$ cat src/sv/rmw_pkg.sv
// ---------------------------------------------------------------------------
// rmw_pkg: shared types and constants of the running mean block
// Field widths, word layouts, register indexes and small helper functions.
// ---------------------------------------------------------------------------
package rmw_pkg;

   localparam int CountWidth   = 32;
   localparam int DataWidth    = 32;
   localparam int SumWidth     = 63;
   localparam int ReportWidth  = 32;
   localparam int MagWidth     = DataWidth + 1;
   localparam int ProdWidth    = 2 * MagWidth;
   localparam int StepWidth    = $clog2(MagWidth);
   localparam int CsrIdxWidth  = 1;
   localparam int CsrDataWidth = DataWidth;

   typedef logic [DataWidth-1:0]    data_type;
   typedef logic [SumWidth-1:0]     sum_type;
   typedef logic [CountWidth-1:0]   count_type;
   typedef logic [ReportWidth-1:0]  report_type;
   typedef logic [MagWidth-1:0]     mag_type;
   typedef logic [ProdWidth-1:0]    prod_type;
   typedef logic [StepWidth-1:0]    step_type;
   typedef logic [CsrIdxWidth-1:0]  csr_index_type;
   typedef logic [CsrDataWidth-1:0] csr_data_type;

   typedef enum logic {
      KIND_SAMPLE  = 1'b0,
      KIND_RESTART = 1'b1
   } kind_type;

   localparam csr_index_type CSR_SEED_ENABLE = 1'b0;
   localparam csr_index_type CSR_SEED_MEAN   = 1'b1;

   localparam sum_type SumMax = {SumWidth{1'b1}};

   // Count as reported on the result word, saturated at the field maximum.
   function automatic report_type count_report(count_type cnt);
      if (64'(cnt) > 64'({ReportWidth{1'b1}})) begin
         return {ReportWidth{1'b1}};
      end
      return ReportWidth'(cnt);
   endfunction

endpackage

$ cat src/sv/rmw_if.sv
// ---------------------------------------------------------------------------
// rmw_if: handshake channels of the running mean block
// Sample/restart request channel and result channel, valid/ready.
// ---------------------------------------------------------------------------
interface rmw_req_if;
   import rmw_pkg::*;

   logic     valid;
   logic     ready;
   kind_type kind;
   data_type sample;

   modport source (output valid, output kind, output sample, input ready);
   modport sink   (input valid, input kind, input sample, output ready);
endinterface

interface rmw_rsp_if;
   import rmw_pkg::*;

   logic       valid;
   logic       ready;
   data_type   mean;
   sum_type    sum_sq_dev;
   report_type count;

   modport source (output valid, output mean, output sum_sq_dev, output count, input ready);
   modport sink   (input valid, input mean, input sum_sq_dev, input count, output ready);
endinterface

$ cat src/sv/rmw_div.sv
// ---------------------------------------------------------------------------
// rmw_div: bit-serial restoring divider
// Divides the delta magnitude by the sample count, one quotient bit a cycle.
// ---------------------------------------------------------------------------
module rmw_div (
   input  logic              clock,
   input  logic              reset,
   input  logic              start,
   input  rmw_pkg::mag_type   dividend,
   input  rmw_pkg::count_type divisor,
   output rmw_pkg::mag_type   quotient,
   output logic              done
);
   import rmw_pkg::*;

   logic      busy_ff, busy_in;
   logic      done_ff, done_in;
   step_type  step_ff, step_in;
   mag_type   qd_ff, qd_in;
   count_type rem_ff, rem_in;
   count_type dvs_ff, dvs_in;

   logic [CountWidth:0] shifted;
   logic [CountWidth:0] diff;
   logic                fits;
   logic                last;

   always_comb begin
      shifted = {rem_ff, qd_ff[MagWidth-1]};
      diff    = shifted - {1'b0, dvs_ff};
      fits    = shifted >= {1'b0, dvs_ff};
      last    = step_ff == StepWidth'(MagWidth - 1);

      busy_in = busy_ff;
      done_in = 1'b0;
      step_in = step_ff;
      qd_in   = qd_ff;
      rem_in  = rem_ff;
      dvs_in  = dvs_ff;

      if (start) begin
         busy_in = 1'b1;
         step_in = '0;
         qd_in   = dividend;
         rem_in  = '0;
         dvs_in  = divisor;
      end else if (busy_ff) begin
         // The remainder stays below the divisor, so it always fits the count width.
         rem_in  = fits ? diff[CountWidth-1:0] : shifted[CountWidth-1:0];
         qd_in   = {qd_ff[MagWidth-2:0], fits};
         step_in = step_ff + 1'b1;
         if (last) begin
            busy_in = 1'b0;
            done_in = 1'b1;
         end
      end
   end

   always_ff @(posedge clock) begin
      if (reset) begin
         busy_ff <= 1'b0;
         done_ff <= 1'b0;
         step_ff <= '0;
      end else begin
         busy_ff <= busy_in;
         done_ff <= done_in;
         step_ff <= step_in;
      end
      qd_ff  <= qd_in;
      rem_ff <= rem_in;
      dvs_ff <= dvs_in;
   end

   assign quotient = qd_ff;
   assign done     = done_ff;

endmodule

$ cat src/sv/rmw_mul.sv
// ---------------------------------------------------------------------------
// rmw_mul: bit-serial shift-add multiplier
// Multiplies two delta magnitudes, one multiplier bit a cycle.
// ---------------------------------------------------------------------------
module rmw_mul (
   input  logic            clock,
   input  logic            reset,
   input  logic            start,
   input  rmw_pkg::mag_type a,
   input  rmw_pkg::mag_type b,
   output rmw_pkg::prod_type product,
   output logic            done
);
   import rmw_pkg::*;

   logic     busy_ff, busy_in;
   logic     done_ff, done_in;
   step_type step_ff, step_in;
   mag_type  mcand_ff, mcand_in;
   mag_type  hi_ff, hi_in;
   mag_type  lo_ff, lo_in;

   logic [MagWidth:0] partial;
   logic              last;

   always_comb begin
      partial = {1'b0, hi_ff} + (lo_ff[0] ? {1'b0, mcand_ff} : '0);
      last    = step_ff == StepWidth'(MagWidth - 1);

      busy_in  = busy_ff;
      done_in  = 1'b0;
      step_in  = step_ff;
      mcand_in = mcand_ff;
      hi_in    = hi_ff;
      lo_in    = lo_ff;

      if (start) begin
         busy_in  = 1'b1;
         step_in  = '0;
         mcand_in = a;
         hi_in    = '0;
         lo_in    = b;
      end else if (busy_ff) begin
         // Low half shifts out multiplier bits and takes in product bits.
         hi_in   = partial[MagWidth:1];
         lo_in   = {partial[0], lo_ff[MagWidth-1:1]};
         step_in = step_ff + 1'b1;
         if (last) begin
            busy_in = 1'b0;
            done_in = 1'b1;
         end
      end
   end

   always_ff @(posedge clock) begin
      if (reset) begin
         busy_ff <= 1'b0;
         done_ff <= 1'b0;
         step_ff <= '0;
      end else begin
         busy_ff <= busy_in;
         done_ff <= done_in;
         step_ff <= step_in;
      end
      mcand_ff <= mcand_in;
      hi_ff    <= hi_in;
      lo_ff    <= lo_in;
   end

   assign product = {hi_ff, lo_ff};
   assign done    = done_ff;

endmodule

$ cat src/sv/running_mean_welford.sv
// ---------------------------------------------------------------------------
// running_mean_welford: online mean and sum of squared deviations
// Welford update in fixed point, built from bit-serial divide and multiply.
// ---------------------------------------------------------------------------
// Usage: each word on req_if is either a sample (signed Q16.16) or a restart.
// Every accepted word produces exactly one result word on rsp_if carrying the
// mean (Q16.16), the sum of squared deviations (Q31.32, saturating) and the
// sample count (saturating). A restart clears the aggregate, or, when
// seed_enable is set through the csr_ port, loads count one with seed_mean.
// A sample passes the bit-serial divider (33 steps), the ST_DIFF state, the
// bit-serial multiplier (33 steps) and ST_DONE, which posts its result word.
// A restart goes from ST_IDLE straight to ST_DONE. One sample is worked
// on at a time: the next word is accepted only once ST_DONE has posted the
// result, since the two serial units run one after the other.
// The result sits in an output register: the next word is accepted while a
// stalled result waits; a finished result that finds the register still
// full holds until the receiver takes the old one.
// Reset (synchronous, active high) clears the aggregate, both registers and
// the output valid.
// ---------------------------------------------------------------------------
module running_mean_welford (
   input  logic                   clock,
   input  logic                   reset,
   rmw_req_if.sink                req_if,
   rmw_rsp_if.source              rsp_if,
   input  logic                   csr_we,
   input  rmw_pkg::csr_index_type csr_index,
   input  rmw_pkg::csr_data_type  csr_wdata
);
   import rmw_pkg::*;

   typedef enum logic [2:0] {
      ST_IDLE,
      ST_DIV,
      ST_DIFF,
      ST_MUL,
      ST_DONE
   } state_type;

   state_type  state_ff, state_in;
   count_type  count_ff, count_in;
   data_type   mean_ff, mean_in;
   sum_type    sum_ff, sum_in;
   data_type   sample_ff, sample_in;
   mag_type    mag_ff, mag_in;
   logic       neg_ff, neg_in;
   logic       seed_en_ff, seed_en_in;
   data_type   seed_mean_ff, seed_mean_in;
   logic       rsp_valid_ff, rsp_valid_in;
   data_type   rsp_mean_ff, rsp_mean_in;
   sum_type    rsp_sum_ff, rsp_sum_in;
   report_type rsp_count_ff, rsp_count_in;

   logic              accept;
   logic              div_start;
   logic              div_done;
   mag_type           quotient;
   logic              mul_start;
   logic              mul_done;
   prod_type          product;
   logic [DataWidth:0]   delta;
   mag_type              delta_mag;
   logic [DataWidth:0]   delta2;
   mag_type              delta2_mag;
   logic [DataWidth+1:0] mean_next;
   logic [SumWidth+1:0]  sum_total;
   count_type            count_inc;

   assign accept = req_if.valid && req_if.ready;

   always_comb begin
      // Difference of the incoming sample and the current mean, and its size.
      delta     = {req_if.sample[DataWidth-1], req_if.sample} -
                  {mean_ff[DataWidth-1], mean_ff};
      delta_mag = delta[DataWidth] ? (~delta + 1'b1) : delta;
      count_inc = (count_ff == '1) ? count_ff : count_ff + 1'b1;

      // The quotient is applied with the sign of the difference, which
      // truncates the step toward zero.
      mean_next = neg_ff ?
                  {{2{mean_ff[DataWidth-1]}}, mean_ff} - {1'b0, quotient} :
                  {{2{mean_ff[DataWidth-1]}}, mean_ff} + {1'b0, quotient};

      // Difference of the sample and the updated mean.
      delta2     = {sample_ff[DataWidth-1], sample_ff} -
                   {mean_ff[DataWidth-1], mean_ff};
      delta2_mag = delta2[DataWidth] ? (~delta2 + 1'b1) : delta2;

      // The product never reaches 2^64, so its upper bits are dropped.
      sum_total = {2'b00, sum_ff} + {1'b0, product[SumWidth:0]};
   end

   assign div_start = accept && (req_if.kind == KIND_SAMPLE);
   assign mul_start = state_ff == ST_DIFF;

   rmw_div u_div (
      .clock    (clock),
      .reset    (reset),
      .start    (div_start),
      .dividend (delta_mag),
      .divisor  (count_inc),
      .quotient (quotient),
      .done     (div_done)
   );

   rmw_mul u_mul (
      .clock   (clock),
      .reset   (reset),
      .start   (mul_start),
      .a       (mag_ff),
      .b       (delta2_mag),
      .product (product),
      .done    (mul_done)
   );

   always_comb begin
      state_in     = state_ff;
      count_in     = count_ff;
      mean_in      = mean_ff;
      sum_in       = sum_ff;
      sample_in    = sample_ff;
      mag_in       = mag_ff;
      neg_in       = neg_ff;
      seed_en_in   = seed_en_ff;
      seed_mean_in = seed_mean_ff;
      rsp_valid_in = rsp_valid_ff && !rsp_if.ready;
      rsp_mean_in  = rsp_mean_ff;
      rsp_sum_in   = rsp_sum_ff;
      rsp_count_in = rsp_count_ff;

      if (csr_we) begin
         unique case (csr_index)
            CSR_SEED_ENABLE: seed_en_in   = csr_wdata[0];
            CSR_SEED_MEAN:   seed_mean_in = csr_wdata;
            default:         seed_en_in   = seed_en_ff;
         endcase
      end

      unique case (state_ff)
         ST_IDLE: begin
            if (accept) begin
               if (req_if.kind == KIND_RESTART) begin
                  count_in = seed_en_ff ? CountWidth'(1) : '0;
                  mean_in  = seed_en_ff ? seed_mean_ff : '0;
                  sum_in   = '0;
                  state_in = ST_DONE;
               end else begin
                  count_in  = count_inc;
                  sample_in = req_if.sample;
                  mag_in    = delta_mag;
                  neg_in    = delta[DataWidth];
                  state_in  = ST_DIV;
               end
            end
         end
         ST_DIV: begin
            if (div_done) begin
               mean_in  = mean_next[DataWidth-1:0];
               state_in = ST_DIFF;
            end
         end
         ST_DIFF: begin
            state_in = ST_MUL;
         end
         ST_MUL: begin
            if (mul_done) begin
               sum_in   = (sum_total > {2'b00, SumMax}) ? SumMax : sum_total[SumWidth-1:0];
               state_in = ST_DONE;
            end
         end
         ST_DONE: begin
            if (!rsp_valid_ff || rsp_if.ready) begin
               rsp_valid_in = 1'b1;
               rsp_mean_in  = mean_ff;
               rsp_sum_in   = sum_ff;
               rsp_count_in = count_report(count_ff);
               state_in     = ST_IDLE;
            end
         end
         default: state_in = ST_IDLE;
      endcase
   end

   always_ff @(posedge clock) begin
      if (reset) begin
         state_ff     <= ST_IDLE;
         count_ff     <= '0;
         mean_ff      <= '0;
         sum_ff       <= '0;
         seed_en_ff   <= 1'b0;
         seed_mean_ff <= '0;
         rsp_valid_ff <= 1'b0;
      end else begin
         state_ff     <= state_in;
         count_ff     <= count_in;
         mean_ff      <= mean_in;
         sum_ff       <= sum_in;
         seed_en_ff   <= seed_en_in;
         seed_mean_ff <= seed_mean_in;
         rsp_valid_ff <= rsp_valid_in;
      end
      sample_ff    <= sample_in;
      mag_ff       <= mag_in;
      neg_ff       <= neg_in;
      rsp_mean_ff  <= rsp_mean_in;
      rsp_sum_ff   <= rsp_sum_in;
      rsp_count_ff <= rsp_count_in;
   end

   assign req_if.ready      = state_ff == ST_IDLE;
   assign rsp_if.valid      = rsp_valid_ff;
   assign rsp_if.mean       = rsp_mean_ff;
   assign rsp_if.sum_sq_dev = rsp_sum_ff;
   assign rsp_if.count      = rsp_count_ff;

   // The divider only ever reports completion while the sequencer waits on it.
   a_div_done_in_div: assert property (@(posedge clock) disable iff (reset)
      div_done |-> state_ff == ST_DIV)
      else $error("divider finished outside the divide phase");

   // The multiplier only ever reports completion while the sequencer waits on it.
   a_mul_done_in_mul: assert property (@(posedge clock) disable iff (reset)
      mul_done |-> state_ff == ST_MUL)
      else $error("multiplier finished outside the multiply phase");

   // A sample always divides by a nonzero count.
   a_div_nonzero: assert property (@(posedge clock) disable iff (reset)
      state_ff == ST_DIV |-> count_ff != '0)
      else $error("division by a zero count");

   // A restart posts its result next and leaves a zero sum.
   a_restart_clears: assert property (@(posedge clock) disable iff (reset)
      accept && req_if.kind == KIND_RESTART |=> state_ff == ST_DONE && sum_ff == '0)
      else $error("restart did not clear the sum");

endmodule

$ cat src/flat_wrapper.sv
// flat-port wrapper written by rule: the top's interface ports become plain ports
module running_mean_welford_flat import rmw_pkg::*;
  (clock, reset, csr_we, csr_index, csr_wdata, req_if_valid, req_if_kind, req_if_sample, req_if_ready, rsp_if_valid, rsp_if_mean, rsp_if_sum_sq_dev, rsp_if_count, rsp_if_ready);
  rmw_req_if req_if_i ();
  rmw_rsp_if rsp_if_i ();
  input  logic clock;
  input  logic reset;
  input  logic csr_we;
  input  rmw_pkg::csr_index_type csr_index;
  input  rmw_pkg::csr_data_type csr_wdata;
  input wire logic [$bits(req_if_i.valid)-1:0] req_if_valid;
  input wire logic [$bits(req_if_i.kind)-1:0] req_if_kind;
  input wire logic [$bits(req_if_i.sample)-1:0] req_if_sample;
  output wire logic [$bits(req_if_i.ready)-1:0] req_if_ready;
  output wire logic [$bits(rsp_if_i.valid)-1:0] rsp_if_valid;
  output wire logic [$bits(rsp_if_i.mean)-1:0] rsp_if_mean;
  output wire logic [$bits(rsp_if_i.sum_sq_dev)-1:0] rsp_if_sum_sq_dev;
  output wire logic [$bits(rsp_if_i.count)-1:0] rsp_if_count;
  input wire logic [$bits(rsp_if_i.ready)-1:0] rsp_if_ready;
  assign req_if_i.valid = req_if_valid;
  assign req_if_i.kind = req_if_kind;
  assign req_if_i.sample = req_if_sample;
  assign req_if_ready = req_if_i.ready;
  assign rsp_if_valid = rsp_if_i.valid;
  assign rsp_if_mean = rsp_if_i.mean;
  assign rsp_if_sum_sq_dev = rsp_if_i.sum_sq_dev;
  assign rsp_if_count = rsp_if_i.count;
  assign rsp_if_i.ready = rsp_if_ready;
  running_mean_welford u_core (.clock(clock), .reset(reset), .req_if(req_if_i), .rsp_if(rsp_if_i), .csr_we(csr_we), .csr_index(csr_index), .csr_wdata(csr_wdata));
endmodule
$ cat config.mk
export PLATFORM = sky130hd
export DESIGN_NAME = running_mean_welford_flat
export DESIGN_NICKNAME = d
export VERILOG_FILES = /design/src/sv/rmw_pkg.sv /design/src/sv/rmw_if.sv /design/src/sv/rmw_div.sv /design/src/sv/rmw_mul.sv /design/src/sv/running_mean_welford.sv /design/src/flat_wrapper.sv
export SDC_FILE = /design/constraint.sdc
export NUM_CORES = 1
export LEC_CHECK = 0
export ABC_CLOCK_PERIOD_IN_PS = 7950
export BUFFER_PORTS_ARGS = -buffer_cell sky130_fd_sc_hd__buf_2
export CORE_ASPECT_RATIO = 0.6
export CORE_UTILIZATION = 40
export CTS_CLUSTER_DIAMETER = 200
export DETAILED_ROUTE_END_ITERATION = 10
export MAX_ROUTING_LAYER = met4
export PLACE_DENSITY = 0.54
export SETUP_SLACK_MARGIN = 0.15
export SLEW_MARGIN = 20
export SYNTH_ARGS = -nofsm -noshare
export SYNTH_HDL_FRONTEND = slang
export SYNTH_SLANG_ARGS = --single-unit
export TNS_END_PERCENT = 1
$ cat constraint.sdc
create_clock -name clock -period 7.95 [get_ports clock]
set_clock_uncertainty 0.05 [all_clocks]
set_input_delay 0 -clock clock [delete_from_list [all_inputs] [get_ports clock]]
set_output_delay 0 -clock clock [all_outputs]
set_load 0.05 [all_outputs]
* Word level (Yosys, flattened, before mapping)
Index checks and enable logic that the tools add are counted.
** Storage, ports and cells
- Register bits after elaboration :: 569
- Output and inout bits :: 129
** Operators by class
- Equal/unequal tests :: 12
- Order comparisons :: 2
- Bitwise gates (word level) :: 6
- $add $sub $neg :: 12
- Reduce and logical (&&, ||, !) cells :: 23
- Multiplexer cells :: 38
** Operators with widths (count)
- 2-to-1 mux 32 bit :: 8
- 2-to-1 mux 63 bit :: 4
- 2-to-1 mux 33 bit :: 7
- case mux 63 bit (2 select lines) :: 1
- adder 33 x 1 -> 33 bit (second input constant) :: 2
- inverter 33 bit :: 2
- subtractor 32 x 32 -> 33 bit :: 2
- adder 63 x 64 -> 65 bit :: 1
- > comparator 65 x 63 -> 1 bit (second input constant) :: 1
- case mux 32 bit (2 select lines) :: 1
- subtractor 32 bit :: 2
- adder 33 x 34 -> 34 bit :: 1
- greater-or-equal comparator 33 x 32 -> 1 bit :: 1
- adder 32 x 1 -> 32 bit (second input constant) :: 1
- adder 32 bit :: 1
- == test 32 bit (second input constant) :: 1
- 2-to-1 mux 3 bit :: 5
- case mux 3 bit (5 select lines) :: 1
- adder 6 x 1 -> 6 bit (second input constant) :: 2
- == test 6 bit (second input constant) :: 2
- AND reduction 4 bit :: 3
- 2-to-1 mux 1 bit :: 11
- inequality test 2 bit (second input constant) :: 4
- AND reduction 2 bit :: 4
- 13 further kinds :: 25

* Depth between registers and ports, before layout
Gate-level depths: netlist (run 1).
- Depth after elaboration :: 5
- Gate-level depth with buffers :: 21

* By module
A second synthesis (run 1) with hierarchy kept.
** Unflattened totals
- Cell total of the unflattened synthesis :: 3837
- Area total of the unflattened synthesis :: 35499.0 µm²
** Modules (own cells, without submodules)
- running_mean_welford :: cells each 2624, sequential area each 9078.7 µm², area each 23248.5 µm², times used 1
- rmw_div :: cells each 661, sequential area each 2752.6 µm², area each 6427.4 µm², times used 1
- rmw_mul :: cells each 552, sequential area each 2802.7 µm², area each 5823.1 µm², times used 1

* Worst setup path after synthesis (run 1)
Ideal clock, no wire load.
- Kind :: reg2reg
- From :: reg u_core.state_ff[0]
- To :: reg u_core.rsp_count_ff[0], in the netlist u_core.rsp_if.count[0] (enable)
- Data arrival time :: 6.018 ns
- Clock period less this slack :: 6.682 ns
- Stages on the path, launching flop included :: 5
- Buffers on the path :: 1
- Data required time :: 7.286 ns
- Slack :: 1.268 ns
- Cell sequence :: dfxtp_1 -> clkbuf_1 -> nor2_1 -> nand2_1 -> nor2_1
** Between the ends
- Cells in the longest elaborated chain, start to end :: 2
** Ends and longest elaborated chain
- from (decl) :: line running_mean_welford.sv:40 : state_type state_ff, state_in;
- from (signal assigned) :: line running_mean_welford.sv:194 : state_ff <= state_in;
- == test 3 bit :: line running_mean_welford.sv:139 : unique case (state_ff)
- AND reduction 2 bit (no source line)
- to (signal assigned) :: line running_mean_welford.sv:207 : rsp_count_ff <= rsp_count_in;
- to (decl) :: line running_mean_welford.sv:52 : report_type rsp_count_ff, rsp_count_in;
Every way passes these cells.
A chain may end at the register's enable or synchronous reset.

* Final worst setup path (run 1)
- From :: reg u_core.u_div.qd_ff[0], in the netlist u_core.u_div.quotient[0]
- To :: reg u_core.mean_ff[30]
** Between the ends
- Cells in the longest elaborated chain, start to end :: 4
- Elaborated cells between the ends (all ways) :: 5
- Classes of those cells :: add/sub (2); mux (3)
** Ends and longest elaborated chain
- from (decl) :: line rmw_div.sv:19 : mag_type qd_ff, qd_in;
- from (signal assigned) :: line rmw_div.sv:69 : qd_ff <= qd_in;
- adder 32 bit or subtractor 32 bit (tied branches) :: line running_mean_welford.sv:82, running_mean_welford.sv:81
- 2-to-1 mux 32 bit * :: line running_mean_welford.sv:80 : mean_next = neg_ff ?
- 2-to-1 mux 32 bit * :: line running_mean_welford.sv:157 : if (div_done) begin
- case mux 32 bit (2 select lines) * :: line running_mean_welford.sv:139
- to (signal assigned) :: line running_mean_welford.sv:196 : mean_ff <= mean_in;
- to (decl) :: line running_mean_welford.sv:42 : data_type mean_ff, mean_in;
Every way passes the cells marked *; elsewhere a longest branch is shown, timed or not. The select of a mux whose other input is x is not followed.

==> metrics.txt, run 1 <==
vias per cell=5.61; initial core utilization=0.407; Fmax=173 MHz; hpwl dp=81,000 um; Slew Limit Headroom=0.226; CP max stage delay=0.74 ns; hold_ws=0.0326 ns; Synth cell types=89; Routed WL=107,000 um; r2r startpoint=u_core.u_div.quotient[0]; TritonCTS clock tree=built; worst-margin pin slew=1.14 ns; H-tree depth=2; status=complete, no violations; Post-Synthesis Net Count=4,132; first-pass GRT wire length=162,000 um; Slowest-stage cell, CP=nor4_1; Clk pin slew, worst setup/hold paths=0.07 ns; first-pass detailed-route iteration total=6; Die X=384 um; clk root buf=clkbuf_16; setup tns final=0 ns; clock period minus worst slack=5.79 ns; pwr dens=231 mW/mm2; vias in the first global route=25,900; clock buffer count from CTS=58; # IOs=200; worst skew pair latency=0.66 ns; Crit path required time=8.40 ns; number of synthesized flops with an enable pin=324; Syn-to-layout area delta=14.2%; initial antenna violation count=2; GRT overflow=0; r2r worst-path depth=17; largest net degree at the start of global routing=73; fin area=0.0400 mm2; Max Cap Violations=0; I/O Buffers=199; clk sinks=569; number of hold violations in the final report=0; Final ANT Viol Nets=0; worst hold stages=4; Setup violations, final=0; commonest cells after routing, fill and taps aside=456 x nand2_1, 324 x edfxtp_1, 282 x a21oi_1; Worst Setup Path Type=reg -> reg; Overall Global Routing Usage=0.241; CTS-repair resized insts=0; ys async rst share=0; CP startpoint kind=flip-flop; Yosys reg bits=569; CP arrival=6.24 ns; Worst Setup EP=u_core.mean_ff[30]; CP Capture Type=flip-flop; period utilisation layout=0.728; layout cells sized above 1=0.102; Worst Path Max Fanout=5; Die H=231 um; FP Rows=83; pins over their slew limit=0; commonest non-fill, non-tap cell in the layout=nand2_1; via count=29,300; R2R Path End=u_core.mean_ff[30]; Post-Syn Area=0.0350 mm2; VDD IR max=0.165 mV; Wirelength per Cell=20.4 um; placeable core area=0.0861 mm2; initial DRC count=2,686; critical-path cell list=or4_1 > nor4_1 > nor3b_1 > a21oi_1 > xnor2_1 > ha_1 > a21o_1 > a21o_1 > a31oi_1 > o21ai_0 > a41o_1 > o41ai_1 > o211a_1 > o21ai_0 > xnor2_1 > a221oi_1 > a211oi_1; # nets final=4,329; Clock Tree Buf Depth=3; die area=0.0888 mm2; sequential fraction of the synthesis area=0.418; flop-to-flop setup slack=2.16 ns; Yosys Warn Count=0; DRC=0; Crit. Startpoint=u_core.u_div.quotient[0]; Leak Pwr=16.3 nW; Post-synth top flop=edfxtp_1; RePlAce Congestion=0.953; Design Power=0.00923 W; Post-DP Area=0.0371 mm2; Mapped Cells=3,824; syn_area_per_cell=9.16 um2; min-delay worst type=in -> reg; RSZ-0062 raised after global routing=no
where the power goes:
| group | internal [W] | leakage [nW] | switching, W | total (W) |
|---|---|---|---|---|
| logic | 0.00102 | 10.2 | 0.00171 | 0.00273 |
| registers | 0.00333 | 5.15 | 0.000176 | 0.00351 |
| clock network | 0.00171 | 0.998 | 0.00128 | 0.00299 |
| total | 0.00606 | 16.3 | 0.00317 | 0.00923 |
cells by family (layout without fill, tap and decap cells):
group,Yosys count,after routing,share of synthesized area
buffers and inverters,327,574,0.0353
adder cells (fa/ha/maj),237,237,0.0859
multiplexers,77,77,0.0235
flip-flops,569,569,0.418
AND/OR/NAND/NOR,1201,1201,0.161
XOR/XNOR,297,297,0.0742
other,0,2,0
AO/OA/AOI/OAI,1116,1116,0.203
sequential cells by signal, summed over array words and instances, names as in the netlist, 3 cells and up:
signal and cells:
u_core.state_ff 3, u_core.rsp_if.mean 32, u_core.rsp_if.sum_sq_dev 63, u_core.u_mul.step_ff 6, u_core.u_mul.hi_ff 33, u_core.sum_ff 63, u_core.mag_ff 33, u_core.u_div.step_ff 6
u_core.count_ff 32, u_core.rsp_if.count 32, u_core.u_div.quotient 33, u_core.mean_ff 32, u_core.sample_ff 32, u_core.u_div.rem_ff 32, u_core.u_div.dvs_ff 32, u_core.seed_mean_ff 32
u_core.u_mul.lo_ff 33, u_core.u_mul.mcand_ff 33
final cells by class:
class / instances / area (um2)
fillers: 8281 / 46100
multi-input cells: 2928 / 19200
flip-flops and latches: 569 / 14600
repair buffers: 315 / 2100
clock buffers: 74 / 1620
well taps: 1147 / 1440
inverters: 149 / 559
clock inverters: 36 / 439
diodes: 2 / 5.00
what timing repair did:
action                    in CTS  in global routing
buffers inserted               0                  0
hold endpoints to repair     112                  0
hold buffers                  89                  0
synthesized netlist by cell type, drive strengths merged, types with 110 or more instances:
cell type | instances | share of area
nand2 | 458 | 0.049
edfxtp | 324 | 0.28
o21ai | 296 | 0.042
a21oi | 282 | 0.040
nor2 | 267 | 0.029
dfxtp | 245 | 0.14
ha | 231 | 0.082
xnor2 | 187 | 0.047
clkbuf | 173 | 0.019
inv | 148 | 0.016
a21o | 126 | 0.027
xor2 | 110 | 0.027
per-stage QoR:
step	std cells	setup WS (ns)	utilization
after CTS	5217	2.23	0.465
final	5220	2.16	0.465
after detailed placement	5018	2.28	0.430
after global routing	5218	1.81	0.465
after global placement	5018	2.28	0.430
after floorplan	3824	1.27	-
worst min path at each step:
stage,from,to,slack [ns]
2_1_floorplan,req_if_sample[0],u_core.sample_ff[0],0.05
3_3_place_gp,req_if_sample[2],u_core.sample_ff[2],0.15
3_5_place_dp,req_if_sample[2],u_core.sample_ff[2],0.15
4_1_cts,csr_index,u_core.seed_mean_ff[26],0.001
5_1_grt,req_if_sample[18],u_core.sample_ff[18],0.003
6_report,csr_index,u_core.seed_mean_ff[27],0.03
critical path: cells and delay by family (launching register included):
| kind | cells | cell delay (ns) |
|---|---|---|
| xor gates and xnor gates | 2 | 0.30 |
| adders and majority gates | 1 | 0.37 |
| and+or+nand+nor | 3 | 1.86 |
| AOI/OAI and AO/OA | 11 | 2.61 |
| DFF | 1 | 0.46 |
routing by layer:
metal | routed length [um] | track usage | share of wire | vias up
met2 | 39700 | 0.296 | 0.37 | 857
met4 | 1260 | 0.0359 | 0.012 | 0
met1 | 58300 | 0.399 | 0.55 | 13900
met3 | 7360 | 0.0392 | 0.069 | 86
met5 | 0 | - | 0 | -
li1 | - | - | - | 14400
(Power assumes the default switching activity.)
==> run 2: changes to the inputs <==
--- a/config.mk
+++ b/config.mk
@@ -5,14 +5,14 @@
 export SDC_FILE = /design/constraint.sdc
 export NUM_CORES = 1
 export LEC_CHECK = 0
-export ABC_CLOCK_PERIOD_IN_PS = 7950
+export ABC_CLOCK_PERIOD_IN_PS = 5160
 export BUFFER_PORTS_ARGS = -buffer_cell sky130_fd_sc_hd__buf_2
 export CORE_ASPECT_RATIO = 0.6
 export CORE_UTILIZATION = 40
 export CTS_CLUSTER_DIAMETER = 200
 export DETAILED_ROUTE_END_ITERATION = 10
 export MAX_ROUTING_LAYER = met4
-export PLACE_DENSITY = 0.54
+export PLACE_DENSITY = 0.56
 export SETUP_SLACK_MARGIN = 0.15
 export SLEW_MARGIN = 20
 export SYNTH_ARGS = -nofsm -noshare
==> constraint.sdc (replaced) <==
create_clock -name clock -period 5.16 [get_ports clock]
set_clock_uncertainty 0.05 [all_clocks]
set_input_delay 0 -clock clock [delete_from_list [all_inputs] [get_ports clock]]
set_output_delay 0 -clock clock [all_outputs]
set_load 0.05 [all_outputs]
==> run 2 against run 1 <==
Effect of this change:
- sequential power rose by 54%
- total power increased by 57%
- register-to-register slack worse by 1.8 ns
- die area unchanged
- wire length is 1.1% higher
- combinational power increased by 57%
- sequential share of layout area shrank 0.43 points
- design area is 1.2% higher
- worst hold slack better by 0.0090 ns
- via count increased by 0.95%
- global-route usage is 0.27 points higher
- first-iteration DRC count grew 5.8%
- critical endpoint is now u_core.u_mul.lo_ff[32]
- largest power group unchanged
==> metrics.txt, run 2 (synthesized netlist as in run 1, its figures left out) <==
status=complete, no violations; Overall Global Routing Usage=0.243; critical-path cell list=inv_1 > fa_1 > a211oi_2 > o21ai_1 > a31oi_2 > buf_4 > o21ai_0 > xor2_1 > or3_1 > nand2b_1 > or4_1 > or4_1 > or4_1 > o21ai_1; Switching Share=0.343; # nets final=4,360; area occupied by multi-input gates=0.0193 mm2; crit-path most repeated cell=or4_1; initial DRC count=2,841; initial core utilization=0.407; vias in the first global route=26,300; setup tns final=0 ns; I/O Buffers=199; commonest non-fill, non-tap cell in the layout=nand2_1; Crit path required time=5.63 ns; initial antenna violation count=1; Design Power=0.0145 W; Clk pin slew, worst setup/hold paths=0.07 ns; first-pass GRT wire length=164,000 um; CP max stage delay=0.58 ns; Die H=231 um; commonest cells after routing, fill and taps aside=456 x nand2_1, 324 x edfxtp_1, 280 x a21oi_1; R2R Path End=u_core.u_mul.lo_ff[32]; Sequential Power Share=0.372; Final ANT Viol Nets=0; worst-margin pin slew=1.06 ns; RePlAce Congestion=0.970; Crit. Startpoint=u_core.mean_ff[1]; Psw=0.00497 W; vias per cell=5.63; CP startpoint kind=flip-flop; clock buffer count from CTS=59; Worst Setup Path Type=reg -> reg; r2r startpoint=u_core.mean_ff[1]; Place WS=0.203 ns; VDD IR max=0.194 mV; period utilisation layout=0.934; Wirelength per Cell=20.5 um; Setup violations, final=0; worst skew pair latency=0.67 ns; CP Capture Type=flip-flop; pins over their slew limit=0; Worst Setup EP=u_core.u_mul.lo_ff[32]; die area=0.0888 mm2; GRT overflow=0; Worst Path Max Fanout=5; Die X=384 um; Max Cap Violations=0; r2r worst-path depth=14; layout cells sized above 1=0.116; Fmax=207 MHz; worst hold stages=2; Syn-to-layout area delta=15.6%; placeable core area=0.0861 mm2; Leak Pwr=16.5 nW; flop-to-flop setup slack=0.34 ns; Post-CTS Repair Setup Buffers=0; Clk network pwr share=0.332; Reg area=0.0146 mm2; CP arrival=5.29 ns; first-pass detailed-route iteration total=5; CP Depth=14; Routed WL=108,000 um; cell family with the largest share of critical-path delay=simple AND/OR/NAND/NOR gates; Worst Setup Slack, final=0.338 ns; number of hold violations in the final report=0; DRC=0; pwr dens=358 mW/mm2; min-delay worst type=in -> reg; internal power=0.00954 W; largest net degree at the start of global routing=128; H-tree depth=2; clock period minus worst slack=4.82 ns; dpl cells=5,051; hpwl dp=81,300 um; clk sinks=569; final std cells w/o fill=5,250; Slowest-stage cell, CP=or4_1; RSZ-0062 raised after global routing=yes; FP Rows=83; clk root buf=clkbuf_16; # IOs=200; via count=29,600; Slew Limit Headroom=0.294; TritonCTS clock tree=built; Antenna diodes=0; Comb power frac=0.296; Buf+Inv Stages, Crit Path=2; Clock Tree Buf Depth=3; fin util=0.470; Fill cells=8,218
## run 2: cell types whose count changed in the layout (fill, tap and decap cells not counted), moves of 3 or more
| cell | delta |
|---|---|
| o21ai_0 | -3 |
| a211oi_2 | +4 |
| clkinv_2 | -4 |
| clkbuf_1 | -5 |
| buf_4 | +30 |
| clkinv_4 | +5 |
| a211oi_1 | -4 |
## run 2: how the worst min path moves through the flow
stage	start	slack (ns)	endpoint
after floorplan	req_if_sample[0]	0.05	u_core.sample_ff[0]
after global placement	req_if_sample[18]	0.16	u_core.sample_ff[18]
after detailed placement	req_if_sample[4]	0.15	u_core.sample_ff[4]
after CTS	req_if_sample[13]	0.004	u_core.sample_ff[13]
after global routing	req_if_sample[14]	0.03	u_core.sample_ff[14]
final	req_if_sample[13]	0.04	u_core.sample_ff[13]
## run 2: cell type report
cell class	count	share of cell area
repair buffers	345	0.0579
clock inverters	40	0.0136
clock buffers	72	0.0403
multi-input cells	2928	0.478
well taps	1147	0.0354
inverters	149	0.0138
flip-flops and latches	569	0.361
## run 2: timing repair
item | CTS | global route
gates resized for setup | 0 | 24
hold buffers | 87 | 0
setup endpoints to repair | 0 | 15
endpoints found under the hold margin | 111 | 0
## run 2: routing by layer
| metal | track usage | wire, um | part of all wire |
|---|---|---|---|
| met1 | 0.404 | 58900 | 0.55 |
| met2 | 0.300 | 40300 | 0.37 |
| met3 | 0.0354 | 7330 | 0.068 |
| met4 | 0.0377 | 1310 | 0.012 |
| met5 | - | 0 | 0 |
## run 2: worst reg2reg max path, cell delays in order, from the launching register on
cell and delay (ns):
dfxtp_1 0.42, inv_1 0.19, fa_1 0.51, a211oi_2 0.29, o21ai_1 0.26, a31oi_2 0.27, buf_4 0.18, o21ai_0 0.09
xor2_1 0.18, or3_1 0.41, nand2b_1 0.20, or4_1 0.58, or4_1 0.49, or4_1 0.42, o21ai_1 0.13
## run 2: power by group through the flow
| stage | registers (W) | clock network, W | logic (W) |
|---|---|---|---|
| floorplan | 0.00543 | 0 | 0.00300 |
| global placement | 0.00549 | 0 | 0.00410 |
| detailed placement | 0.00549 | 0 | 0.00412 |
| CTS | 0.00540 | 0.00494 | 0.00419 |
| global route | 0.00543 | 0.00512 | 0.00471 |
| finish | 0.00540 | 0.00482 | 0.00429 |
## run 2: stage by stage
step	hold slack (ns)	area, um2
floorplan	0.0489	35000
global placement	0.158	37300
finish	0.0416	40500
detailed placement	0.152	37300
CTS	0.00436	40400
global route	0.0333	40500
==> run 3: changes to the inputs <==
==> constraint.sdc (replaced) <==
create_clock -name clock -period 5.16 [get_ports clock]
set_clock_uncertainty 0.05 [all_clocks]
set_input_delay 1.032 -clock clock [delete_from_list [all_inputs] [get_ports clock]]
set_output_delay 1.032 -clock clock [all_outputs]
set_load 0.05 [all_outputs]
==> run 3 against run 2 <==
Effect of this change:
- via count is 0.87% lower
- utilization is 0.88 points lower
- wire length is 1.6% lower
- die area stayed put
- clock-buffer cell count is 5 lower
- largest power group unchanged
==> metrics.txt, run 3 (synthesized netlist as in run 1, its figures left out) <==
pwr dens=356 mW/mm2; number of hold violations in the final report=0; Worst Path Max Fanout=5; Max Cap Violations=0; vias in the first global route=25,700; clk root buf=clkbuf_16; Clock Tree Buf Depth=3; initial core utilization=0.407; status=complete, no violations; hold_ws=0.370 ns; first-pass detailed-route iteration total=5; worst skew pair latency=0.65 ns; Antenna diodes=0; Overall Global Routing Usage=0.239; flop-to-flop setup slack=0.14 ns; dpl cells=5,097; period utilisation layout=0.973; RSZ-0062 raised after global routing=yes; Worst Setup Path Type=reg -> reg; Fmax=199 MHz; pins over their slew limit=0; clk sinks=569; Setup violations, final=0; DRC=0; Syn-to-layout area delta=13.4%; Leak Pwr=16.3 nW; TritonCTS clock tree=built; final std cells w/o fill=5,205; hpwl dp=81,600 um; FP Rows=83; CP Capture Type=flip-flop; Wirelength per Cell=20.4 um; initial DRC count=2,726; Die H=231 um; Post-CTS Repair Setup Buffers=0; Crit path required time=5.48 ns; first-pass GRT wire length=161,000 um; Routed WL=106,000 um; Slew Limit Headroom=0.279; CP arrival=5.34 ns; layout cells sized above 1=0.125; VDD IR max=0.273 mV; Place WS=-0.00781 ns; H-tree depth=2; commonest non-fill, non-tap cell in the layout=nand2_1; Final ANT Viol Nets=0; Die X=384 um; CP startpoint kind=flip-flop; Post-DP Area=0.0377 mm2; vias per cell=5.63; # IOs=200; # nets final=4,318; Design Power=0.0141 W; Clk pin slew, worst setup/hold paths=0.07 ns; via count=29,300; Worst Setup Slack, final=0.137 ns; clock buffer count from CTS=58; die area=0.0888 mm2; worst-margin pin slew=1.08 ns; largest net degree at the start of global routing=83; GRT overflow=0; clock period minus worst slack=5.02 ns; RePlAce Congestion=0.952; placeable core area=0.0861 mm2; initial antenna violation count=2; fin area=0.0397 mm2; min-delay worst type=reg -> reg; commonest cells after routing, fill and taps aside=456 x nand2_1, 324 x edfxtp_1, 282 x a21oi_1; I/O Buffers=199
[run 3: cell types whose count changed in the layout (fill, tap and decap cells not counted), moves of 3 or more]
cell,delta
a211oi_1,+3
a211oi_2,-3
buf_4,+47
bufinv_16,-3
clkbuf_8,-3
clkinv_1,+3
clkinv_2,+5
dlygate4sd3_1,-87
[run 3: per-stage QoR]
| step | TNS [ns] | utilization |
|---|---|---|
| after floorplan | 0 | - |
| after global placement | 0 | 0.438 |
| after detailed placement | -0.00781 | 0.438 |
| after CTS | 0 | 0.461 |
| after global routing | 0 | 0.462 |
| final | 0 | 0.462 |
[run 3: path summary, 6_finish.rpt]
path                                    to              start  cells past startpoint
hold reg to reg   u_core.u_mul.mcand_ff[3]   u_core.mag_ff[3]                      0
hold / removal    u_core.u_mul.mcand_ff[3]   u_core.mag_ff[3]                      0
setup reg to reg    u_core.u_mul.lo_ff[30]  u_core.mean_ff[1]                     15
setup / recovery    u_core.u_mul.lo_ff[30]  u_core.mean_ff[1]                     15
[run 3: final cells by class]
cell class	instances	area [um2]
inverters	149	559
flip-flops and latches	569	14600
clock inverters	41	434
clock buffers	67	1560
well taps	1147	1440
repair buffers	304	1810
fillers	8310	46400
multi-input cells	2928	19300
[run 3: what timing repair did]
action	CTS	global route
setup endpoints to repair	2	11
pin swaps	0	3
gates resized for setup	1	16
hold buffers	0	0
[run 3: power by group]
group / switching [W] / leakage (nW) / total, W / internal (W)
clock: 0.00195 / 0.969 / 0.00449 / 0.00253
combinational: 0.00261 / 10.2 / 0.00424 / 0.00163
sequential: 0.000272 / 5.15 / 0.00540 / 0.00513
total: 0.00484 / 16.3 / 0.0141 / 0.00929
[run 3: critical path, stage by stage, from the launching register on]
cell	delay, ns
dfxtp_1	0.43
inv_1	0.19
fa_1	0.50
a211oi_2	0.30
o21ai_1	0.26
a31oi_2	0.26
buf_4	0.16
o21ai_0	0.09
xor2_1	0.19
or3_1	0.41
nand2b_1	0.20
or4_1	0.67
buf_4	0.24
o41ai_1	0.49
xor2_1	0.21
o21ai_1	0.07
[run 3: metal layers]
metal / GRT usage / wire length (um)
met5: - / 0
met4: 0.0426 / 1490
met3: 0.0473 / 8320
met2: 0.292 / 39700
met1: 0.390 / 56700
